[src/rtl/mrw_pkg.sv]
`timescale 1ns / 1ps
// ----------------------------------------------------------------------------
// mrw_pkg
// Shared types for the Miller-Rabin witness round: sequencer states and the
// request and status groups between the sequencer and the modular multiplier.
// ----------------------------------------------------------------------------
package mrw_pkg;

    typedef enum logic [3:0] {
        S_IDLE,
        S_SPLIT,
        S_POW_SQ,
        S_POW_SQ_WAIT,
        S_POW_MUL,
        S_POW_MUL_WAIT,
        S_EVAL,
        S_LOOP,
        S_SQR_WAIT,
        S_FIN
    } t_state;

    typedef struct packed {
        logic start;
    } t_mm_req;

    typedef struct packed {
        logic busy;
        logic done;
    } t_mm_status;

endpackage

[src/rtl/mrw_modmul.sv]
`timescale 1ns / 1ps
// ----------------------------------------------------------------------------
// mrw_modmul
// Bit-serial interleaved modular multiplier: x * y mod n, one bit of y per
// cycle from the top, with one double-and-add plus reduction per step.
// ----------------------------------------------------------------------------
module mrw_modmul #(
    parameter int WIDTH = 32
) (
    input  logic                i_clk,
    input  logic                i_rst_n,
    input  mrw_pkg::t_mm_req    i_req,
    input  logic [WIDTH-1:0]    i_x,
    input  logic [WIDTH-1:0]    i_y,
    input  logic [WIDTH-1:0]    i_n,
    output mrw_pkg::t_mm_status o_status,
    output logic [WIDTH-1:0]    o_result
);
    import mrw_pkg::*;

    localparam int CNT_W = $clog2(WIDTH + 1);

    logic [WIDTH-1:0] r_x, n_x;
    logic [WIDTH-1:0] r_y, n_y;
    logic [WIDTH-1:0] r_acc, n_acc;
    logic [CNT_W-1:0] r_cnt, n_cnt;
    logic             r_busy, n_busy;
    logic             r_done, n_done;

    logic [WIDTH+1:0] sum;
    logic [WIDTH+1:0] n_ext;
    logic [WIDTH+1:0] n_twice;
    logic [WIDTH-1:0] step;

    // The accumulator and x are both below n, so the sum stays below 3n.
    assign n_ext   = {2'b00, i_n};
    assign n_twice = {1'b0, i_n, 1'b0};
    assign sum     = {1'b0, r_acc, 1'b0} + (r_y[WIDTH-1] ? {2'b00, r_x} : '0);

    always_comb begin
        if (sum >= n_twice) begin
            step = WIDTH'(sum - n_twice);
        end else if (sum >= n_ext) begin
            step = WIDTH'(sum - n_ext);
        end else begin
            step = sum[WIDTH-1:0];
        end
    end

    always_comb begin
        n_x    = r_x;
        n_y    = r_y;
        n_acc  = r_acc;
        n_cnt  = r_cnt;
        n_busy = r_busy;
        n_done = 1'b0;
        if (i_req.start && !r_busy) begin
            n_x    = i_x;
            n_y    = i_y;
            n_acc  = '0;
            n_cnt  = CNT_W'(WIDTH);
            n_busy = 1'b1;
        end else if (r_busy) begin
            n_acc = step;
            n_y   = {r_y[WIDTH-2:0], 1'b0};
            n_cnt = r_cnt - CNT_W'(1);
            if (r_cnt == CNT_W'(1)) begin
                n_busy = 1'b0;
                n_done = 1'b1;
            end
        end
    end

    always_ff @(posedge i_clk) begin
        if (!i_rst_n) begin
            r_busy <= 1'b0;
            r_done <= 1'b0;
            r_cnt  <= '0;
        end else begin
            r_busy <= n_busy;
            r_done <= n_done;
            r_cnt  <= n_cnt;
        end
        r_x   <= n_x;
        r_y   <= n_y;
        r_acc <= n_acc;
    end

    assign o_status.busy = r_busy;
    assign o_status.done = r_done;
    assign o_result      = r_acc;

    a_no_start_busy : assert property (@(posedge i_clk) disable iff (!i_rst_n)
        r_busy |-> !i_req.start)
        else $error("multiplier started while busy");

    a_done_after_busy : assert property (@(posedge i_clk) disable iff (!i_rst_n)
        r_done |-> $past(r_busy))
        else $error("done without a preceding run");

    a_count_nonzero : assert property (@(posedge i_clk) disable iff (!i_rst_n)
        r_busy |-> (r_cnt != '0))
        else $error("bit counter ran out while busy");

endmodule

[config.mk]
export PLATFORM = sky130hd
export DESIGN_NAME = mrw_modmul
export DESIGN_NICKNAME = d
export VERILOG_FILES = /design/src/rtl/mrw_pkg.sv /design/src/rtl/mrw_modmul.sv
export SDC_FILE = /design/constraint.sdc
export NUM_CORES = 1
export LEC_CHECK = 0
export ABC_AREA = 1
export BUFFER_PORTS_ARGS = -buffer_cell sky130_fd_sc_hd__buf_2
export CORE_MARGIN = 4
export CORE_UTILIZATION = 25
export CTS_BUF_LIST = sky130_fd_sc_hd__clkbuf_8
export DETAILED_ROUTE_END_ITERATION = 10
export HOLD_SLACK_MARGIN = 0.1
export SKIP_CTS_REPAIR_TIMING = 1
export SYNTH_ARGS = -nofsm -noshare
export SYNTH_HDL_FRONTEND = slang
export SYNTH_SLANG_ARGS = --single-unit
[constraint.sdc]
create_clock -name i_clk -period 4.5 [get_ports i_clk]
set_input_delay 0 -clock i_clk [delete_from_list [all_inputs] [get_ports i_clk]]
set_output_delay 0 -clock i_clk [all_outputs]
set_load 0.1 [all_outputs]
==> summary.md, run 1 <==
| Metric | Value |
|---|---|
| Status | `finished clean` |
| Diode count | `0` |
| CTS H-tree depth | `3` |
| Critical Path Fanout Max | `7` |
| Slew headroom | `0.342` |
| Post-Synthesis Cells | `1682` |
| Final min period | `4440 ps` |
| Finished Cell Area | `0.0152 mm^2` |
| Synth Cell Area | `0.0108 mm^2` |
| Global-route wire length before repair | `60400 um` |
| Starting Density | `0.255` |
| Sequential fraction of design power | `0.128` |
| WL/cell | `16.6 um` |
| Post-synth cell types | `46` |
| Gr usage total | `0.163` |
| Synth Register Bits | `104` |
| Clock network fraction of total power | `0.060` |
| Post-DRT Antenna Nets | `0` |
| I/O pins | `133` |
| Critical path's slowest cell | `fa_2` |
| Clk sinks | `104` |
| NetSw | `0.00603 W` |
| Crit path DAT | `4760 ps` |
| Via count | `12.1k` |
| PortBufs | `132` |
| Final setup viols | `0` |
| Hold depth | `5` |
| Crit path top cell by count | `nand2_1` |
| TritonCTS Buffers | `9` |
| Number of global-route vias before repair | `11.2k` |
| Number of DRC markers in iteration 0 | `834` |
| Clock latency on the worst-skew pair | `420 ps` |
| Layout Nets | `2201` |
| Final Skew | `23.1 ps` |
| Post-placement setup slack | `-82.9 ps` |
| Worst-margin pin slew | `981 ps` |
| Unrepaired setup endpoints after global routing | `true` |
| Final WS setup | `59.8 ps` |
| Synth warnings | `0` |
| Initial antenna violation count | `0` |
| Die footprint | `0.0466 mm^2` |
| Routed vias/inst | `4.70` |
| Mapped Avg Cell Area | `6.42 um^2` |
| CTS tree | `done` |
| R2r worst-path depth | `33` |
| Area Overhead vs Synth | `41.0%` |
| Slowest cell delay on critical path | `400 ps` |
| Peak VDD IR | `0.352 mV` |
| Worst Setup End Kind | `flop` |
| Power Dens Cells | `706 mW/mm^2` |
| Critical path type | `flop to flop` |
| Largest net degree at the start of global routing | `64` |
| Clock buffer depth | `2` |
| Pins Over Slew Limit | `0` |
| DR pass1 iterations | `5` |
| Power Internal | `0.00472 W` |
| CP startpoint kind | `flop` |
| Fmax | `225 MHz` |
| Global route overflow | `0` |
| Net Count, Synth | `1881` |
| Layout cell share with drive strength beyond 1 | `0.250` |
| Worst Path Required | `4820 ps` |
| Core box area | `0.0423 mm^2` |
| Clock transition at the registers of the reported paths | `100 ps` |
| Fin. Hold Viols | `0` |
| Fin crit share | `0.987` |
| Die height | `216 um` |
| Maxcap violations | `0` |
| CTS root buf | `clkbuf_8` |
| Rows | `75` |
| Hold Slack | `89.8 ps` |
| Sw frac | `0.561` |
| Width of the die | `216 um` |
| Drt drc | `0` |
| Worst hold path class | `input port to flop` |
| Comb power frac | `0.812` |
| Hpwl dp | `33200 um` |
| GPL Wtd Cong | `1.03` |
| Lkg Pwr | `7.78 nW` |
| Post-Route WL | `42800 um` |
| Post-synthesis sequential area ratio | `0.252` |
| Placed Area | `0.0129 mm^2` |
## cells in the final DEF (no fill, tap or decap), drive strengths merged
| master | instances |
|---|---|
| bufinv | 1 |
| a21oi | 121 |
| o221ai | 1 |
| dlygate4sd3 | 66 |
| buf | 266 |
| a21o | 10 |
| nand3 | 96 |
| edfxtp | 64 |
| a31oi | 8 |
| and3 | 2 |
| inv | 257 |
| dfxtp | 40 |
| nor2 | 133 |
| nor3b | 1 |
| a21boi | 6 |
| clkbuf | 16 |
| clkinv | 2 |
| nand4 | 14 |
| nor3 | 16 |
| nand2 | 612 |
| nor4 | 5 |
| xor2 | 51 |
| ha | 97 |
| o21a | 5 |
| o21ai | 49 |
| nand3b | 16 |
| or2 | 7 |
| o22ai | 1 |
| o211ai | 2 |
| o21bai | 21 |
| xnor2 | 18 |
| fa | 3 |
## synth_stat cells, drive strengths merged
| cell type | number | share of area |
|---|---|---|
| nor2 | 133 | 0.048 |
| o221ai | 1 | 0.00081 |
| inv | 252 | 0.088 |
| xor2 | 51 | 0.041 |
| nand3b | 16 | 0.011 |
| clkbuf | 13 | 0.0045 |
| dfxtp | 40 | 0.074 |
| o21ai | 49 | 0.023 |
| clkinv | 1 | 0.00035 |
| o22ai | 1 | 0.00058 |
| o211ai | 2 | 0.0014 |
| xnor2 | 18 | 0.015 |
| nor4 | 5 | 0.0029 |
| nor3 | 16 | 0.0088 |
| buf | 17 | 0.014 |
| o21a | 5 | 0.0035 |
| ha | 97 | 0.11 |
| a21boi | 6 | 0.0042 |
| a21oi | 121 | 0.059 |
| a31oi | 8 | 0.0046 |
| or2 | 7 | 0.0041 |
| edfxtp | 64 | 0.18 |
| and3 | 2 | 0.0012 |
| o21bai | 21 | 0.015 |
| nand2 | 612 | 0.22 |
| a21o | 10 | 0.0069 |
| nand4 | 14 | 0.0095 |
| nand3 | 96 | 0.045 |
| nor3b | 1 | 0.0012 |
| fa | 3 | 0.0056 |
## power by group through the flow
stage | logic, W | clock network [W] | registers (W)
floorplan | 0.00430 | 0 | 0.00199
global placement | 0.00740 | 0 | 0.00136
detailed placement | 0.00737 | 0 | 0.00136
CTS | 0.00742 | 0.000671 | 0.00135
global route | 0.00941 | 0.000699 | 0.00139
finish | 0.00873 | 0.000646 | 0.00138
## path summary, 6_finish.rpt
check	slack, ps	end	start
min	90	o_result[1]$_SDFFE_PP0P_	i_n[0]
max	60	o_result[4]$_SDFFE_PP0P_	r_y[31]$_DFFE_PP_
min reg2reg	480	o_result[29]$_SDFFE_PP0P_	o_result[29]$_SDFFE_PP0P_
max reg2reg	60	o_result[4]$_SDFFE_PP0P_	r_y[31]$_DFFE_PP_
## stage by stage
stage          instances  TNS, ps   util  total power (W)
2_1_floorplan       1682        0      -          0.00629
3_3_place_gp        2478     -214  0.306          0.00877
3_5_place_dp        2478     -450  0.306          0.00873
4_1_cts             2494     -848  0.311          0.00944
5_1_grt             2584    -1140  0.360           0.0115
6_report            2584        0  0.360           0.0108
## kinds of logic after synthesis
family	Yosys count	synth area share
adders and majority gates	100	0.118
AOI/OAI and AO/OA	224	0.119
DFF	104	0.252
xor gates and xnor gates	69	0.0559
buffers and inverters	283	0.106
and+or+nand+nor	902	0.349
## per-layer routing
| metal | share of wire | global-route usage |
|---|---|---|
| met3 | 0.065 | 0.0246 |
| met2 | 0.46 | 0.265 |
| met1 | 0.44 | 0.225 |
| met4 | 0.031 | 0.0468 |
| met5 | 0 | 0 |
## area by class of cell
class / instances / area (um^2)
repair buffers: 339 / 2620
flip-flops and latches: 104 / 2720
clock buffers: 9 / 124
multi-input cells: 1295 / 8000
inverters: 253 / 952
fillers: 4457 / 27100
clock inverters: 7 / 85.1
well taps: 577 / 722
## registers in the layout, summed over array words and instances (netlist names)
| signal | flops |
|---|---|
| r_y | 32 |
| r_done | 1 |
| r_x | 32 |
| r_busy | 1 |
| o_result | 32 |
| r_cnt | 6 |
## worst max-delay path: cells and delay by family, from the launching register on
kind | cells | cell delay [ps]
AND/OR/NAND/NOR | 19 | 1880
buffers and inverters | 9 | 1020
adder cells (fa/ha/maj) | 3 | 860
flip-flops | 1 | 350
AO/OA/AOI/OAI | 2 | 230
No activity file was read; power rests on OpenSTA's default activity.
==> run 2: changes to the inputs <==
Settings changed: CORE_MARGIN 4 to default.
Clock period 4.5 ns to 5.66 ns, I/O delays scaled along.
==> run 2 against run 1 <==
Global-route usage is 1.8 points higher. Clock skew fell by 1.8 ps. Setup slack improved by 330 ps. Total power down 33%. Combinational power down 36%. Maximum frequency down 16%. Register-to-register slack improved by 330 ps. Design area fell by 14%. Critical path type unchanged. Clock power fell by 23%. Largest power group unchanged.
==> summary.md, run 2 (same netlist as run 1, synthesis figures left out) <==
| Metric | Value |
|---|---|
| CTS root buf | `clkbuf_8` |
| Power Dens Cells | `550 mW/mm^2` |
| Hold Slack | `98.3 ps` |
| GPL Wtd Cong | `1.03` |
| Finished Cell Area | `0.0130 mm^2` |
| Fin. Hold Viols | `0` |
| Largest net degree at the start of global routing | `65` |
| Post-DRT Antenna Nets | `0` |
| Number of global-route vias before repair | `10.9k` |
| Worst Path Buf+Inv | `6` |
| DR pass1 iterations | `5` |
| Lkg Pwr | `6.97 nW` |
| Worst-margin pin slew | `958 ps` |
| Global route overflow | `0` |
| Post-Route WL | `41000 um` |
| Peak VDD IR | `0.187 mV` |
| Unrepaired setup endpoints after global routing | `false` |
| Pins Over Slew Limit | `0` |
| Crit path top cell by count | `nand2_1` |
| Worst hold path class | `input port to flop` |
| CTS tree | `done` |
| Drt drc | `0` |
| Rows | `75` |
| Layout Nets | `2079` |
| Clock transition at the registers of the reported paths | `110 ps` |
| Gr usage total | `0.181` |
| Area Overhead vs Synth | `20.6%` |
| Commonest non-fill, non-tap cell in the layout | `nand2_1` |
| Die footprint | `0.0441 mm^2` |
| Clk sinks | `104` |
| Worst Setup End Kind | `flop` |
| Delay-heaviest family, CP | `simple AND/OR/NAND/NOR gates` |
| Clock buffer depth | `2` |
| Slowest cell delay on critical path | `550 ps` |
| Layout cell share with drive strength beyond 1 | `0.114` |
| Diode count | `0` |
| Global-route wire length before repair | `61200 um` |
| Slew headroom | `0.358` |
| Critical path type | `flop to flop` |
| TritonCTS Buffers | `9` |
| Critical Path Fanout Max | `20` |
| Maxcap violations | `0` |
| Worst Path Required | `6010 ps` |
| Fin crit share | `0.930` |
| Via count | `11.5k` |
| Die height | `210 um` |
| Hpwl dp | `33300 um` |
| CP startpoint kind | `flop` |
| PortBufs | `132` |
| Core box area | `0.0423 mm^2` |
| Width of the die | `210 um` |
| Final WS setup | `394 ps` |
| Placed Area | `0.0121 mm^2` |
| Fmax | `190 MHz` |
| Status | `finished clean` |
| Crit path DAT | `5620 ps` |
| Starting Density | `0.255` |
| Final setup viols | `0` |
| Most frequent cells in the layout | `nand2_1 (595), inv_1 (249), buf_2 (132)` |
| CTS H-tree depth | `3` |
| Number of DRC markers in iteration 0 | `1070` |
| I/O pins | `133` |
| Initial antenna violation count | `1` |
| Final Skew | `21.3 ps` |
| Clock latency on the worst-skew pair | `410 ps` |
| Final min period | `5270 ps` |
| Critical path's slowest cell | `edfxtp_1` |
| Routed vias/inst | `4.66` |
| TNS Setup | `0 ps` |
| WL/cell | `16.7 um` |
| Post-placement setup slack | `254 ps` |
-- run 2: area by class of cell --
type | instances | area [um^2]
clock buffer | 9 | 124
clock inverter | 7 | 90.1
fill | 4640 | 29300
inverter | 253 | 950
multi-input combinational | 1296 | 6970
sequential | 104 | 2720
tap | 577 | 722
timing repair buffer | 216 | 1460
-- run 2: path summary, 6_finish.rpt --
check	start	endpoint	slack [ps]	cells past startpoint
worst max-delay path	r_y[31]$_DFFE_PP_	o_result[23]$_SDFFE_PP0P_	390	28
worst min-delay path	i_n[0]	o_result[1]$_SDFFE_PP0P_	100	5
worst max register to register	r_y[31]$_DFFE_PP_	o_result[23]$_SDFFE_PP0P_	390	28
worst min register to register	o_result[24]$_SDFFE_PP0P_	o_result[24]$_SDFFE_PP0P_	480	2
-- run 2: metrics by stage --
stage          instances  utilization  power (W)
5_1_grt             2462        0.308    0.00778
2_1_floorplan       1682            -    0.00500
3_5_place_dp        2379        0.287    0.00647
3_3_place_gp        2379        0.287    0.00650
4_1_cts             2395        0.292    0.00701
6_report            2462        0.308    0.00717
-- run 2: layer usage --
metal | GRT usage | vias up | share of wire
met1 | 0.258 | 5233 | 0.47
met5 | 0 | - | 0
li1 | - | 5777 | -
met2 | 0.289 | 405 | 0.44
met3 | 0.0171 | 57 | 0.063
met4 | 0.0496 | 0 | 0.026
-- run 2: power breakdown --
| part | total (W) | leakage (nW) | switching, W | internal [W] |
|---|---|---|---|---|
| combinational | 0.00561 | 5.90 | 0.00396 | 0.00165 |
| sequential | 0.00106 | 0.964 | 0.000114 | 0.000950 |
| clock | 0.000496 | 0.101 | 0.000319 | 0.000177 |
| total | 0.00717 | 6.97 | 0.00439 | 0.00278 |
-- run 2: tightest hold or removal path, cell delays in order --
cell     delay [ps]
buf_2           100
ha_1            170
a21oi_1          70
o21ai_1          70
nand2_1          50
==> run 3: changes to the inputs <==
Settings changed: BUFFER_PORTS_ARGS -buffer_cell sky130_fd_sc_hd__buf_2 to default, DONT_BUFFER_PORTS from default to 1, SKIP_CTS_REPAIR_TIMING 1 to default.
==> run 3 against run 2 <==
Core utilization down 0.97 points. Flip-flop and latch count unchanged. Via count down 3.5%. Sequential share of layout area up 0.69 points. Register-to-register slack better by 60 ps. Total power up 0.12%. Critical path depth up 1. Critical endpoint is now o_result[15]$_SDFFE_PP0P_.
==> summary.md, run 3 (same netlist as run 1, synthesis figures left out) <==
| Metric | Value |
|---|---|
| GPL Wtd Cong | `0.978` |
| NetSw | `0.00438 W` |
| Clock buffer depth | `2` |
| Sw frac | `0.610` |
| Global route overflow | `0` |
| Fillers | `4676` |
| Clock transition at the registers of the reported paths | `120 ps` |
| Fmax | `192 MHz` |
| WL/cell | `17.1 um` |
| Die height | `210 um` |
| Power Internal | `0.00280 W` |
| Worst setup path start | `r_y[31]$_DFFE_PP_` |
| Hpwl dp | `33700 um` |
| Fin crit share | `0.919` |
| Crit path top cell by count | `nand2_1` |
| Final std cells w/o fill | `2362` |
| Drt drc | `0` |
| Slew headroom | `0.365` |
| Status | `finished clean` |
| Via count | `11.1k` |
| Placed Cells | `2279` |
| Die footprint | `0.0441 mm^2` |
| Largest net degree at the start of global routing | `65` |
| Rows | `75` |
| TNS Setup | `0 ps` |
| Clk sinks | `104` |
| Starting Density | `0.255` |
| Critical path type | `flop to flop` |
| Comb power frac | `0.785` |
| Crit Reg-Reg Startpoint | `r_y[31]$_DFFE_PP_` |
| Gr usage total | `0.185` |
| Clock network fraction of total power | `0.071` |
| Routed vias/inst | `4.69` |
| Layout cell share with drive strength beyond 1 | `0.0655` |
| Power Dens Cells | `569 mW/mm^2` |
| Critical hold path startpoint | `i_x[18]` |
| Diode count | `0` |
| CTS H-tree depth | `3` |
| Global-route wire length before repair | `62300 um` |
| Unrepaired setup endpoints after global routing | `false` |
| Layout Nets | `1979` |
| Worst Setup End Kind | `flop` |
| Width of the die | `210 um` |
| Area of the multi-input gates | `0.00696 mm^2` |
| Number of global-route vias before repair | `11.0k` |
| Crit path DAT | `5580 ps` |
| Final Skew | `24.7 ps` |
| Post-Route WL | `40400 um` |
| Critical path's slowest cell | `edfxtp_1` |
| Peak VDD IR | `0.272 mV` |
| Worst-margin pin slew | `951 ps` |
| Commonest non-fill, non-tap cell in the layout | `nand2_1` |
| Initial antenna violation count | `0` |
| DR pass1 iterations | `5` |
| Final min period | `5200 ps` |
| Critical Path Fanout Max | `35` |
| Area Overhead vs Synth | `16.8%` |
| Worst Path Required | `6040 ps` |
| I/O pins | `133` |
| Final setup viols | `0` |
| Clock latency on the worst-skew pair | `430 ps` |
| Sequential fraction of design power | `0.144` |
| Worst hold path class | `input port to flop` |
| Lkg Pwr | `6.58 nW` |
| Most frequent cells in the layout | `nand2_1 (595), inv_1 (249), nor2_1 (126)` |
| Core box area | `0.0423 mm^2` |
| Maxcap violations | `0` |
| CTS root buf | `clkbuf_8` |
| Pins Over Slew Limit | `0` |
| Slowest cell delay on critical path | `530 ps` |
| CTS tree | `done` |
| Fin. Hold Viols | `0` |
| CP startpoint kind | `flop` |
| Seq. cell area | `0.00272 mm^2` |
| PortBufs | `0` |
| Number of DRC markers in iteration 0 | `848` |
| Post-DRT Antenna Nets | `0` |
| TritonCTS Buffers | `9` |
-- run 3: per-layer routing --
metal  vias up  GRT usage  share of wire
li1       5589          -              -
met1      5136      0.257           0.48
met2       301      0.290           0.43
met3        40     0.0362          0.061
met4         0     0.0506          0.022
met5         -          0              0
-- run 3: cell type report --
type                            instances  share of cell area
Sequential cell                       104               0.216
Clock buffer                            9             0.00981
Timing Repair Buffer                  117              0.0832
Inverter                              253              0.0752
Multi-Input combinational cell       1295               0.552
Clock inverter                          7             0.00724
Tap cell                              577              0.0572
-- run 3: power by group through the flow --
stage	Sequential (W)	Combinational [W]	Clock, W
floorplan	0.00158	0.00342	0
global placement	0.00105	0.00547	0
detailed placement	0.00104	0.00545	0
CTS	0.00103	0.00553	0.000530
global route	0.00104	0.00618	0.000554
finish	0.00103	0.00564	0.000508
-- run 3: worst paths after layout --
check,to,slack [ps],cells after the start
worst max-delay path,o_result[15]$_SDFFE_PP0P_,460,29
worst min-delay path,r_x[18]$_DFFE_PP_,190,1
worst max register to register,o_result[15]$_SDFFE_PP0P_,460,29
worst min register to register,r_cnt[1]$_SDFFE_PP0P_,480,2
-- run 3: worst max-delay path, delay by kind of cell (launching register included) --
kind / cells / cell delay (ps)
xor gates and xnor gates: 1 / 410
DFF: 1 / 530
and+or+nand+nor: 19 / 2540
buffers and inverters: 6 / 650
adders and majority gates: 2 / 750
AOI/OAI and AO/OA: 1 / 260
-- run 3: per-stage QoR --
stage | worst slack (ps) | power (W) | utilization | area [um^2] | hold WS [ps]
after CTS | 463 | 0.00709 | 0.298 | 12600 | 148
final | 456 | 0.00718 | 0.298 | 12600 | 185
after floorplan | 1310 | 0.00500 | - | 10800 | 98.9
after global placement | 445 | 0.00651 | 0.277 | 11700 | 98.9
after global routing | 50.4 | 0.00778 | 0.298 | 12600 | 159
after detailed placement | 488 | 0.00649 | 0.277 | 11700 | 98.9
-- run 3: repair_timing --
item,CTS,global route
endpoints found under the setup margin,0,9
setup buffers,0,0
hold endpoints to repair,104,0
hold buffers,67,0
resized for setup,0,4
